## config.mk

```make
export PLATFORM = sky130hd
export DESIGN_NAME = depth_pixel_backprojection_flat
export DESIGN_NICKNAME = d
export VERILOG_FILES = /design/src/rtl/dpb_pkg.sv /design/src/rtl/dpb_if.sv /design/src/rtl/dpb_ctrl.sv /design/src/rtl/dpb_datapath.sv /design/src/rtl/depth_pixel_backprojection.sv /design/src/flat_wrapper.sv
export SDC_FILE = /design/constraint.sdc
export NUM_CORES = 2
export LEC_CHECK = 0
export ABC_AREA = 1
export CAP_MARGIN = 20
export CORE_ASPECT_RATIO = 0.5
export CORE_MARGIN = 2
export CORE_UTILIZATION = 55
export CTS_CLUSTER_SIZE = 20
export DETAILED_ROUTE_END_ITERATION = 12
export DONT_BUFFER_PORTS = 1
export PLACE_DENSITY_LB_ADDON = 0.3
export RECOVER_POWER = 25
export SLEW_MARGIN = 20
export SYNTH_ARGS = -nofsm -noshare
export SYNTH_HDL_FRONTEND = slang
export SYNTH_HIERARCHICAL = 1
export SYNTH_SLANG_ARGS = --single-unit
```

## constraint.sdc

```tcl
create_clock -name clk_i -period 15 [get_ports clk_i]
set_clock_uncertainty 0.1 [all_clocks]
set_input_delay 1.5 -clock clk_i [delete_from_list [all_inputs] [get_ports clk_i]]
set_output_delay 1.5 -clock clk_i [all_outputs]
set_load 0.02 [all_outputs]
```

## src/rtl/dpb_pkg.sv

```systemverilog
package dpb_pkg;

  localparam int unsigned DEF_MAX_WIDTH  = 1024;
  localparam int unsigned DEF_MAX_HEIGHT = 1024;

  localparam int unsigned CFG_SIZE_W  = 11;
  localparam int unsigned INV_W       = 24;
  localparam int unsigned DEPTH_W     = 16;
  localparam int unsigned COLOR_W     = 8;
  localparam int unsigned COORD_W     = 32;
  localparam int unsigned CFG_INDEX_W = 2;
  localparam int unsigned CFG_DATA_W  = 24;
  localparam int unsigned FRAC_SHIFT  = 16;

  localparam logic [CFG_SIZE_W-1:0] RST_FRAME_WIDTH  = 11'd640;
  localparam logic [CFG_SIZE_W-1:0] RST_FRAME_HEIGHT = 11'd480;
  localparam logic [INV_W-1:0]      RST_INV_FOCAL    = 24'd31957;

  typedef enum logic [CFG_INDEX_W-1:0] {
    CFG_FRAME_WIDTH  = 2'd0,
    CFG_FRAME_HEIGHT = 2'd1,
    CFG_INV_FOCAL    = 2'd2
  } cfg_index_e;

  typedef enum logic [2:0] {
    S_IDLE,
    S_MUL_DEPTH,
    S_MUL_INV,
    S_ROUND,
    S_FINISH
  } state_e;

  typedef struct packed {
    logic load;
    logic mul_depth;
    logic mul_inv;
    logic round;
    logic finish;
  } dpb_cmd_t;

  typedef struct packed {
    logic out_free;
  } dpb_sts_t;

endpackage

```

## src/rtl/dpb_if.sv

```systemverilog
interface dpb_in_if;
  import dpb_pkg::*;

  logic               valid;
  logic               ready;
  logic [DEPTH_W-1:0] depth_mm;
  logic [COLOR_W-1:0] red;
  logic [COLOR_W-1:0] green;
  logic [COLOR_W-1:0] blue;

  modport source (output valid, output depth_mm, output red, output green, output blue,
                  input ready);
  modport sink (input valid, input depth_mm, input red, input green, input blue,
                output ready);
endinterface

interface dpb_out_if;
  import dpb_pkg::*;

  logic                      valid;
  logic                      ready;
  logic        [DEPTH_W-1:0] x_mm;
  logic signed [COORD_W-1:0] y_pos;
  logic signed [COORD_W-1:0] z_pos;
  logic        [COLOR_W-1:0] red_out;
  logic        [COLOR_W-1:0] green_out;
  logic        [COLOR_W-1:0] blue_out;
  logic                      last_of_frame;

  modport source (output valid, output x_mm, output y_pos, output z_pos, output red_out,
                  output green_out, output blue_out, output last_of_frame, input ready);
  modport sink (input valid, input x_mm, input y_pos, input z_pos, input red_out,
                input green_out, input blue_out, input last_of_frame, output ready);
endinterface

```

## src/rtl/dpb_ctrl.sv

```systemverilog
module dpb_ctrl (
  input  logic              clk_i,
  input  logic              rst_ni,
  input  logic              in_valid_i,
  output logic              in_ready_o,
  input  dpb_pkg::dpb_sts_t sts_i,
  output dpb_pkg::dpb_cmd_t cmd_o
);
  import dpb_pkg::*;

  state_e state_q, state_d;

  always_ff @(posedge clk_i or negedge rst_ni) begin
    if (!rst_ni) begin
      state_q <= S_IDLE;
    end else begin
      state_q <= state_d;
    end
  end

  always_comb begin
    state_d = state_q;
    unique case (state_q)
      S_IDLE:      if (in_valid_i) state_d = S_MUL_DEPTH;
      S_MUL_DEPTH: state_d = S_MUL_INV;
      S_MUL_INV:   state_d = S_ROUND;
      S_ROUND:     state_d = S_FINISH;
      S_FINISH:    if (sts_i.out_free) state_d = S_IDLE;
      default:     state_d = S_IDLE;
    endcase
  end

  always_comb begin
    in_ready_o = 1'b0;
    cmd_o      = '0;
    unique case (state_q)
      S_IDLE: begin
        in_ready_o = 1'b1;
        cmd_o.load = in_valid_i;
      end
      S_MUL_DEPTH: cmd_o.mul_depth = 1'b1;
      S_MUL_INV:   cmd_o.mul_inv = 1'b1;
      S_ROUND:     cmd_o.round = 1'b1;
      S_FINISH:    cmd_o.finish = sts_i.out_free;
      default: begin
        in_ready_o = 1'b0;
      end
    endcase
  end

`ifndef SYNTHESIS
  a_load_starts: assert property (@(posedge clk_i) disable iff (!rst_ni)
    cmd_o.load |=> state_q == S_MUL_DEPTH)
    else $error("accepted pixel did not start the multiply sequence");

  a_finish_waits: assert property (@(posedge clk_i) disable iff (!rst_ni)
    (state_q == S_FINISH && !sts_i.out_free) |=> state_q == S_FINISH)
    else $error("sequence left finish while output register was busy");

  a_finish_returns: assert property (@(posedge clk_i) disable iff (!rst_ni)
    cmd_o.finish |=> state_q == S_IDLE)
    else $error("sequence did not return to idle after the output load");
`endif

endmodule

```

## src/rtl/dpb_datapath.sv

```systemverilog
module dpb_datapath #(
  parameter int unsigned MAX_WIDTH  = dpb_pkg::DEF_MAX_WIDTH,
  parameter int unsigned MAX_HEIGHT = dpb_pkg::DEF_MAX_HEIGHT
) (
  input  logic                                     clk_i,
  input  logic                                     rst_ni,
  input  logic                                     cfg_we_i,
  input  logic [dpb_pkg::CFG_INDEX_W-1:0]          cfg_index_i,
  input  logic [dpb_pkg::CFG_DATA_W-1:0]           cfg_data_i,
  input  logic [dpb_pkg::DEPTH_W-1:0]              depth_mm_i,
  input  logic [dpb_pkg::COLOR_W-1:0]              red_i,
  input  logic [dpb_pkg::COLOR_W-1:0]              green_i,
  input  logic [dpb_pkg::COLOR_W-1:0]              blue_i,
  input  dpb_pkg::dpb_cmd_t                        cmd_i,
  output dpb_pkg::dpb_sts_t                        sts_o,
  dpb_out_if.source                                pt_o
);
  import dpb_pkg::*;

  localparam int unsigned CW_X  = (MAX_WIDTH > 1) ? $clog2(MAX_WIDTH) : 1;
  localparam int unsigned CW_Y  = (MAX_HEIGHT > 1) ? $clog2(MAX_HEIGHT) : 1;
  localparam int unsigned LW_X  = $clog2(MAX_WIDTH + 1);
  localparam int unsigned LW_Y  = $clog2(MAX_HEIGHT + 1);
  localparam int unsigned LW_XY = (LW_X > LW_Y) ? LW_X : LW_Y;
  localparam int unsigned UW    = (LW_XY > CFG_SIZE_W) ? LW_XY : CFG_SIZE_W;
  localparam int unsigned PW1   = UW + DEPTH_W;
  localparam int unsigned PW    = PW1 + INV_W;
  localparam int unsigned QW    = PW - FRAC_SHIFT + 1;

  localparam logic [QW-1:0] POS_LIM = QW'(64'h7FFF_FFFF);
  localparam logic [QW-1:0] NEG_LIM = QW'(64'h8000_0000);
  localparam logic [PW:0]   RND_BIAS = (PW+1)'((64'd1 << FRAC_SHIFT) - 64'd1);

  // configuration registers
  logic [CFG_SIZE_W-1:0] frame_width_q, frame_height_q;
  logic [INV_W-1:0]      inv_focal_q;

  always_ff @(posedge clk_i or negedge rst_ni) begin
    if (!rst_ni) begin
      frame_width_q  <= RST_FRAME_WIDTH;
      frame_height_q <= RST_FRAME_HEIGHT;
      inv_focal_q    <= RST_INV_FOCAL;
    end else if (cfg_we_i) begin
      unique case (cfg_index_i)
        CFG_FRAME_WIDTH:  frame_width_q <= cfg_data_i[CFG_SIZE_W-1:0];
        CFG_FRAME_HEIGHT: frame_height_q <= cfg_data_i[CFG_SIZE_W-1:0];
        CFG_INV_FOCAL:    inv_focal_q <= cfg_data_i[INV_W-1:0];
        default: ;
      endcase
    end
  end

  // effective frame size, center and position counters
  logic [UW-1:0]   w_used, h_used, cx, cy;
  logic [CW_X-1:0] col_q, col_d;
  logic [CW_Y-1:0] row_q, row_d;
  logic [UW:0]     row_inc, col_inc;
  logic            row_end, col_end, last_d;

  always_comb begin
    if (frame_width_q == '0) begin
      w_used = UW'(1);
    end else if (UW'(frame_width_q) > UW'(MAX_WIDTH)) begin
      w_used = UW'(MAX_WIDTH);
    end else begin
      w_used = UW'(frame_width_q);
    end
    if (frame_height_q == '0) begin
      h_used = UW'(1);
    end else if (UW'(frame_height_q) > UW'(MAX_HEIGHT)) begin
      h_used = UW'(MAX_HEIGHT);
    end else begin
      h_used = UW'(frame_height_q);
    end
    cx = w_used >> 1;
    cy = h_used >> 1;
  end

  // a counter at or past the last index counts as at the end
  assign row_inc = (UW+1)'(row_q) + (UW+1)'(1);
  assign col_inc = (UW+1)'(col_q) + (UW+1)'(1);
  assign row_end = row_inc >= (UW+1)'(h_used);
  assign col_end = col_inc >= (UW+1)'(w_used);
  assign last_d  = row_end && col_end;

  always_comb begin
    row_d = row_q;
    col_d = col_q;
    if (cmd_i.load) begin
      if (row_end) begin
        row_d = '0;
        col_d = col_end ? '0 : col_inc[CW_X-1:0];
      end else begin
        row_d = row_inc[CW_Y-1:0];
      end
    end
  end

  always_ff @(posedge clk_i or negedge rst_ni) begin
    if (!rst_ni) begin
      col_q <= '0;
      row_q <= '0;
    end else begin
      col_q <= col_d;
      row_q <= row_d;
    end
  end

  // offsets from the center as sign and magnitude
  logic signed [UW:0] off_y, off_z;
  logic [UW-1:0]      mag_y_d, mag_z_d;

  assign off_y   = $signed({1'b0, UW'(col_q)}) - $signed({1'b0, cx});
  assign off_z   = $signed({1'b0, cy}) - $signed({1'b0, UW'(row_q)});
  assign mag_y_d = off_y[UW] ? UW'(-off_y) : UW'(off_y);
  assign mag_z_d = off_z[UW] ? UW'(-off_z) : UW'(off_z);

  logic [UW-1:0]      mag_y_q, mag_z_q;
  logic               neg_y_q, neg_z_q, last_q;
  logic [DEPTH_W-1:0] depth_q;
  logic [COLOR_W-1:0] red_q, green_q, blue_q;

  always_ff @(posedge clk_i) begin
    if (cmd_i.load) begin
      mag_y_q <= mag_y_d;
      mag_z_q <= mag_z_d;
      neg_y_q <= off_y[UW];
      neg_z_q <= off_z[UW];
      depth_q <= depth_mm_i;
      red_q   <= red_i;
      green_q <= green_i;
      blue_q  <= blue_i;
      last_q  <= last_d;
    end
  end

  // offset times depth, then times the focal reciprocal
  logic [PW1-1:0] pd_y_q, pd_z_q;
  logic [PW-1:0]  pr_y_q, pr_z_q;

  always_ff @(posedge clk_i) begin
    if (cmd_i.mul_depth) begin
      pd_y_q <= PW1'(mag_y_q) * PW1'(depth_q);
      pd_z_q <= PW1'(mag_z_q) * PW1'(depth_q);
    end
    if (cmd_i.mul_inv) begin
      pr_y_q <= PW'(pd_y_q) * PW'(inv_focal_q);
      pr_z_q <= PW'(pd_z_q) * PW'(inv_focal_q);
    end
  end

  // scale down, rounding the magnitude up for negative values (floor overall)
  logic [PW:0]   sum_y, sum_z;
  logic [QW-1:0] q_y_q, q_z_q;

  assign sum_y = (PW+1)'(pr_y_q) + RND_BIAS;
  assign sum_z = (PW+1)'(pr_z_q) + RND_BIAS;

  always_ff @(posedge clk_i) begin
    if (cmd_i.round) begin
      q_y_q <= neg_y_q ? sum_y[PW:FRAC_SHIFT] : {1'b0, pr_y_q[PW-1:FRAC_SHIFT]};
      q_z_q <= neg_z_q ? sum_z[PW:FRAC_SHIFT] : {1'b0, pr_z_q[PW-1:FRAC_SHIFT]};
    end
  end

  function automatic logic [COORD_W-1:0] to_coord(logic [QW-1:0] q, logic neg);
    logic [COORD_W-1:0] res;
    if (neg) begin
      res = (q > NEG_LIM) ? COORD_W'(NEG_LIM) : COORD_W'(0) - q[COORD_W-1:0];
    end else begin
      res = (q > POS_LIM) ? COORD_W'(POS_LIM) : q[COORD_W-1:0];
    end
    return res;
  endfunction

  // output register
  logic                      out_valid_q, out_valid_d;
  logic        [DEPTH_W-1:0] x_mm_q;
  logic signed [COORD_W-1:0] y_pos_q, z_pos_q;
  logic        [COLOR_W-1:0] red_out_q, green_out_q, blue_out_q;
  logic                      last_out_q;

  assign sts_o.out_free = !out_valid_q || pt_o.ready;

  always_comb begin
    out_valid_d = out_valid_q;
    if (cmd_i.finish) begin
      out_valid_d = 1'b1;
    end else if (pt_o.ready) begin
      out_valid_d = 1'b0;
    end
  end

  always_ff @(posedge clk_i or negedge rst_ni) begin
    if (!rst_ni) begin
      out_valid_q <= 1'b0;
    end else begin
      out_valid_q <= out_valid_d;
    end
  end

  always_ff @(posedge clk_i) begin
    if (cmd_i.finish) begin
      x_mm_q      <= depth_q;
      y_pos_q     <= $signed(to_coord(q_y_q, neg_y_q));
      z_pos_q     <= $signed(to_coord(q_z_q, neg_z_q));
      red_out_q   <= red_q;
      green_out_q <= green_q;
      blue_out_q  <= blue_q;
      last_out_q  <= last_q;
    end
  end

  assign pt_o.valid         = out_valid_q;
  assign pt_o.x_mm          = x_mm_q;
  assign pt_o.y_pos         = y_pos_q;
  assign pt_o.z_pos         = z_pos_q;
  assign pt_o.red_out       = red_out_q;
  assign pt_o.green_out     = green_out_q;
  assign pt_o.blue_out      = blue_out_q;
  assign pt_o.last_of_frame = last_out_q;

`ifndef SYNTHESIS
  a_frame_wraps: assert property (@(posedge clk_i) disable iff (!rst_ni)
    (cmd_i.load && last_d) |=> (col_q == '0 && row_q == '0))
    else $error("position counters did not wrap at end of frame");

  a_counters_hold: assert property (@(posedge clk_i) disable iff (!rst_ni)
    !cmd_i.load |=> ($stable(col_q) && $stable(row_q)))
    else $error("position counters moved without a pixel transfer");

  a_no_overwrite: assert property (@(posedge clk_i) disable iff (!rst_ni)
    cmd_i.finish |-> (!out_valid_q || pt_o.ready))
    else $error("output register overwritten before its transfer");
`endif

endmodule

```

## src/rtl/depth_pixel_backprojection.sv

```systemverilog
// Depth pixel back-projection: turns each depth pixel into a 3-D point.
// Channels: pix_i takes depth_mm plus red/green/blue of one pixel; pt_o
// gives x_mm (= depth), y_pos and z_pos (1/256 mm, saturated, floor rounding),
// the colour and last_of_frame. Both use valid/ready; a transfer happens on
// a rising edge with valid and ready high. Pixels of a frame come column by
// column with the row running fastest; internal counters track the position.
// Configuration: cfg_we_i writes cfg_data_i to register cfg_index_i
// (0 frame_width, 1 frame_height, 2 inv_focal); write only while idle.
// The sequencer steps one pixel through depth multiply, focal multiply,
// rounding and output load, and takes no new pixel until it is back in idle.
// A finished point sits in an output register, so the next pixel is taken
// while it waits; if the receiver stalls longer, the next point holds in
// the finish step and pix_i stays not ready until the register frees.
// Reset (rst_ni low, asynchronous) clears the position counters, the output
// valid and loads 640 x 480 with inv_focal 31957.
module depth_pixel_backprojection #(
  parameter int unsigned MAX_WIDTH  = dpb_pkg::DEF_MAX_WIDTH,
  parameter int unsigned MAX_HEIGHT = dpb_pkg::DEF_MAX_HEIGHT
) (
  input  logic                            clk_i,
  input  logic                            rst_ni,
  input  logic                            cfg_we_i,
  input  logic [dpb_pkg::CFG_INDEX_W-1:0] cfg_index_i,
  input  logic [dpb_pkg::CFG_DATA_W-1:0]  cfg_data_i,
  dpb_in_if.sink                          pix_i,
  dpb_out_if.source                       pt_o
);
  import dpb_pkg::*;

  dpb_cmd_t cmd;
  dpb_sts_t sts;
  logic     in_ready;

  assign pix_i.ready = in_ready;

  dpb_ctrl u_ctrl (
    .clk_i      (clk_i),
    .rst_ni     (rst_ni),
    .in_valid_i (pix_i.valid),
    .in_ready_o (in_ready),
    .sts_i      (sts),
    .cmd_o      (cmd)
  );

  dpb_datapath #(
    .MAX_WIDTH  (MAX_WIDTH),
    .MAX_HEIGHT (MAX_HEIGHT)
  ) u_datapath (
    .clk_i       (clk_i),
    .rst_ni      (rst_ni),
    .cfg_we_i    (cfg_we_i),
    .cfg_index_i (cfg_index_i),
    .cfg_data_i  (cfg_data_i),
    .depth_mm_i  (pix_i.depth_mm),
    .red_i       (pix_i.red),
    .green_i     (pix_i.green),
    .blue_i      (pix_i.blue),
    .cmd_i       (cmd),
    .sts_o       (sts),
    .pt_o        (pt_o)
  );

endmodule

```

## src/flat_wrapper.sv

```systemverilog
// flat-port wrapper written by rule: the top's interface ports become plain ports
module depth_pixel_backprojection_flat import dpb_pkg::*;
#(
  parameter int unsigned MAX_WIDTH  = dpb_pkg::DEF_MAX_WIDTH,
  parameter int unsigned MAX_HEIGHT = dpb_pkg::DEF_MAX_HEIGHT
)
  (clk_i, rst_ni, cfg_we_i, cfg_index_i, cfg_data_i, pix_i_valid, pix_i_depth_mm, pix_i_red, pix_i_green, pix_i_blue, pix_i_ready, pt_o_valid, pt_o_x_mm, pt_o_y_pos, pt_o_z_pos, pt_o_red_out, pt_o_green_out, pt_o_blue_out, pt_o_last_of_frame, pt_o_ready);
  dpb_in_if pix_i_i ();
  dpb_out_if pt_o_i ();
  input  logic clk_i;
  input  logic rst_ni;
  input  logic cfg_we_i;
  input  logic [dpb_pkg::CFG_INDEX_W-1:0] cfg_index_i;
  input  logic [dpb_pkg::CFG_DATA_W-1:0] cfg_data_i;
  input wire logic [$bits(pix_i_i.valid)-1:0] pix_i_valid;
  input wire logic [$bits(pix_i_i.depth_mm)-1:0] pix_i_depth_mm;
  input wire logic [$bits(pix_i_i.red)-1:0] pix_i_red;
  input wire logic [$bits(pix_i_i.green)-1:0] pix_i_green;
  input wire logic [$bits(pix_i_i.blue)-1:0] pix_i_blue;
  output wire logic [$bits(pix_i_i.ready)-1:0] pix_i_ready;
  output wire logic [$bits(pt_o_i.valid)-1:0] pt_o_valid;
  output wire logic [$bits(pt_o_i.x_mm)-1:0] pt_o_x_mm;
  output wire logic [$bits(pt_o_i.y_pos)-1:0] pt_o_y_pos;
  output wire logic [$bits(pt_o_i.z_pos)-1:0] pt_o_z_pos;
  output wire logic [$bits(pt_o_i.red_out)-1:0] pt_o_red_out;
  output wire logic [$bits(pt_o_i.green_out)-1:0] pt_o_green_out;
  output wire logic [$bits(pt_o_i.blue_out)-1:0] pt_o_blue_out;
  output wire logic [$bits(pt_o_i.last_of_frame)-1:0] pt_o_last_of_frame;
  input wire logic [$bits(pt_o_i.ready)-1:0] pt_o_ready;
  assign pix_i_i.valid = pix_i_valid;
  assign pix_i_i.depth_mm = pix_i_depth_mm;
  assign pix_i_i.red = pix_i_red;
  assign pix_i_i.green = pix_i_green;
  assign pix_i_i.blue = pix_i_blue;
  assign pix_i_ready = pix_i_i.ready;
  assign pt_o_valid = pt_o_i.valid;
  assign pt_o_x_mm = pt_o_i.x_mm;
  assign pt_o_y_pos = pt_o_i.y_pos;
  assign pt_o_z_pos = pt_o_i.z_pos;
  assign pt_o_red_out = pt_o_i.red_out;
  assign pt_o_green_out = pt_o_i.green_out;
  assign pt_o_blue_out = pt_o_i.blue_out;
  assign pt_o_last_of_frame = pt_o_i.last_of_frame;
  assign pt_o_i.ready = pt_o_ready;
  depth_pixel_backprojection #(.MAX_WIDTH(MAX_WIDTH), .MAX_HEIGHT(MAX_HEIGHT)) u_core (.clk_i(clk_i), .rst_ni(rst_ni), .cfg_we_i(cfg_we_i), .cfg_index_i(cfg_index_i), .cfg_data_i(cfg_data_i), .pix_i(pix_i_i), .pt_o(pt_o_i));
endmodule
```

==> flow_metrics.tcl <==
set metrics [dict create \
    finalWorstSetupSlack_ps 6030 \
    cts.repair.resized 0 \
    stage_delay_of_the_slowest_cell_on_the_critical_path_ps 2340 \
    die_h_um 272 \
    report.final.setup_viol 0 \
    boundaryPins 178 \
    max_clock_freq_mhz 112 \
    fin_nets 11800 \
    total_area_of_multi_input_combinational_cells_um2 53400 \
    syn_nets 12000 \
    final_antenna_net_count 0 \
    simple_gate_portion_of_the_synthesized_area_pct 19.7 \
    grt_first_pass_wirelength_um 339000 \
    die_w_um 541 \
    postSynthCellCount 10100 \
    worst-setup-path-type "reg -> reg" \
    io_buffer_count 0 \
    drtPass1Iterations 7 \
    setup_repair_after_global_routing_missed_its_margin "false" \
    violations "capacitance limit, slew limit" \
    tritoncts "yes" \
    timing.final.crit_period_ps 8970 \
    synth_area_leader_cell "fa_1" \
    cts_htree_levels 2 \
    setup_total_negative_slack_ps 0 \
    drt-vias-per-instance 5.22 \
    synth.area.top_cells "fa_1, edfxtp_1, nand2_1, inv_1, ha_1" \
    floorplan.initialDensity_pct 55.5 \
    arrival_ps 9300 \
    synthMuxAreaShare_pct 0.185 \
    cts_hold_buffers 0 \
    insertion_delay_ps 660 \
    cts.reportedPaths.clkPinSlew_ps 90 \
    yosysTopAreaCellShare_pct 34.0 \
    grt_antenna_before_repair 4 \
    cpMaxStageDelayCell "clkbuf_1" \
    layout.area.seq_um2 13700 \
    crit_path_end_kind "register" \
    seq_area_frac_synth_pct 17.3 \
    worst_pin_slew_ps 3440 \
    vias 61600 \
    type_of_the_tightest_min_delay_check "reg -> reg" \
    postSynthAreaPerCell_um2 7.88 \
    max_cap_violations 6 \
    clock_sinks 468 \
    place_ws_ps 7610 \
    drc 0 \
    cts_root_buf "clkbuf_16" \
    first_global_vias 63200 \
    synth_top_family_by_area "adder cells" \
    gp_congestion 1.00 \
    synth_cell_type_count 52 \
    xor_xnor_portion_of_the_synthesized_cell_area_pct 2.36 \
    report.final.slew_viol_count 196 \
    ys_ff_latch 468 \
    postRouteWirelength_um 208000 \
    routed_wire_length_per_instance_um 17.6 \
    complex_gate_fraction_of_the_synthesized_area_pct 2.75 \
    yosys_warnings 6 \
    synth_fa_ha_area_share_pct 42.4 \
    core_area_um2 143000 \
    cts_made_buffers 51 \
    cp_cell_sequence "clkbuf_1 > nand2_1 > inv_1 > fa_1 > fa_1 > inv_1 > fa_1 > fa_1 > inv_1 > fa_1 > fa_1 > inv_1 > fa_1 > inv_1 > ha_1 > nand2_1 > nor2_1 > nand2_1 > inv_1 > nand3_1 > nand3b_1 > xor2_1" \
    timing.final.hold_violations 0 \
    slew_headroom_pct -129 \
    critical_path.startpoint_type "register" \
    ctsLongestPathBuffers 3 \
    filler_cell_count 13000 \
    rows 98 \
    die-area_um2 147000 \
    areaGrowthSynthToFinish_pct 4.32 \
    crit_top_cell "fa_1" \
    final_layout_size_suffix_gt1_share_pct 2.95 \
    synthesis.area_um2 79300 \
    required_ps 15330 \
    cts.repair_timing.setup_buffer_count 0 \
    initialDrtViolationCount 5176 \
    grt_usage_pct 29.1 \
    period_share_pct 59.8 \
    critPathMaxFanout 55 \
    place_hpwl_um 161000 \
    grt_start_max_net_pins 75 \
    globalRouteOverflowTotal 0 \
    result_of_the_run "finished with violations" \
]
-- layout by cell type, fill, tap and decap left out, types with 6 or more instances in the layout --
master and n:
nor3_1 58, nor2_2 12, nor2_4 8, clkinv_2 7, o21ai_1 47, dfrtp_1 40, buf_4 82, nor3_2 7
xor2_1 170, nand3_1 254, dfrtp_2 14, nand2_4 6, inv_1 2830, xnor2_1 44, nand4_1 79, nand2_1 2899
nor2_1 459, nand3b_1 26, and2_1 13, fa_1 1348, clkbuf_1 16, a21o_1 6, o21a_1 8, a21oi_1 142
o21ai_0 173, inv_2 23, mux2_2 13, inv_6 8, edfxtp_1 398, and3_1 6, o21bai_1 17, ha_1 532
clkbuf_16 53, dfstp_2 16, nand2_2 6, nor4_1 15
-- logic make-up (layout without fill, tap and decap cells) --
| family | Yosys count | after routing |
|---|---|---|
| adders and majority gates | 1880 | 1880 |
| buffers and inverters | 3214 | 3045 |
| AOI/OAI and AO/OA | 409 | 409 |
| other | 0 | 1 |
| muxes | 13 | 13 |
| DFF | 468 | 468 |
| xor gates and xnor gates | 214 | 214 |
| and+or+nand+nor | 3869 | 3869 |
-- layer usage --
metal	GRT usage, %	routed length (um)	vias to the layer above
met5	0	27	-
met4	6.38	4810	4
met3	6.50	22000	343
met2	44.8	89700	2680
met1	42.2	91400	29900
li1	-	-	28700
-- flip-flops by register name, summed over array words and instances, names as in the netlist, 11 cells and up --
register,count
u_core/u_datapath/pr_y_q,51
u_core/u_datapath/pr_z_q,51
u_core/u_datapath/q_y_q,36
u_core/u_datapath/q_z_q,36
u_core/u_datapath/pt_o.y_pos,32
u_core/u_datapath/pt_o.z_pos,32
u_core/u_datapath/pd_y_q,27
u_core/u_datapath/pd_z_q,27
u_core/u_datapath/inv_focal_q,24
u_core/u_datapath/depth_q,16
u_core/u_datapath/pt_o.x_mm,16
u_core/u_datapath/frame_height_q,11
u_core/u_datapath/frame_width_q,11
u_core/u_datapath/mag_y_q,11
u_core/u_datapath/mag_z_q,11
-- layout make-up --
class | instances | area share (%)
Clock buffer | 59 | 1.63
Sequential cell | 468 | 16.6
Inverter | 2854 | 13.0
Multi-Input combinational cell | 6385 | 64.6
Antenna cell | 1 | 0.00303
Clock inverter | 37 | 0.484
Timing Repair Buffer | 95 | 0.830
Tap cell | 1900 | 2.87
-- Yosys cell counts, drive strengths merged --
master / n
a31oi: 4
and3: 6
dfrtp: 54
mux2: 13
clkinv: 1
a21o: 6
nor2: 480
nor4: 16
nand3: 259
o21a: 8
xor2: 170
xnor2: 44
nand3b: 26
clkbuf: 279
o21bai: 17
buf: 81
nor3: 65
or2: 11
and2: 13
edfxtp: 398
nand4: 79
o211ai: 2
fa: 1348
dfstp: 16
o21ai: 223
a211oi: 1
inv: 2853
o22ai: 1
a21oi: 142
nor3b: 3
a21boi: 5
ha: 532
nand2: 2911
-- critical path, delay by kind of cell, from the launching register on --
kind / cells / cell delay (ps)
XOR/XNOR: 1 / 310
adder cells (fa/ha/maj): 8 / 3930
buffers and inverters: 7 / 2830
flip-flops: 1 / 520
AND/OR/NAND/NOR: 6 / 950
-- stage by stage --
stage                     cell area (um2)  hold slack [ps]  instances  utilization, %
after global routing                82700              303      11800            57.9
after CTS                           82800              300      11800            57.9
final                               82700              295      11800            57.9
after floorplan                     79300              300      10100               -
after detailed placement            81000              305      11700            56.7
after global placement              81000              300      11700            56.7
-- worst paths after layout --
check / start / slack, ps / endpoint / cells past startpoint
max reg2reg: u_core/u_datapath/inv_focal_q[0] / 6030 / u_core/u_datapath/pr_y_q[25] / 22
min reg2reg: u_core/u_datapath/blue_q[3] / 290 / u_core/u_datapath/pt_o.blue_out[3] / 0
min: u_core/u_datapath/blue_q[3] / 290 / u_core/u_datapath/pt_o.blue_out[3] / 0
max in group asynchronous: rst_ni / 14130 / u_core/u_datapath/inv_focal_q[10] / 0
max: u_core/u_datapath/inv_focal_q[0] / 6030 / u_core/u_datapath/pr_y_q[25] / 22
min in group asynchronous: rst_ni / 450 / u_core/u_datapath/row_q[6] / 0
Power is not shown: default switching activity piles up to over one toggle a cycle in this logic, so the estimate is an artifact.
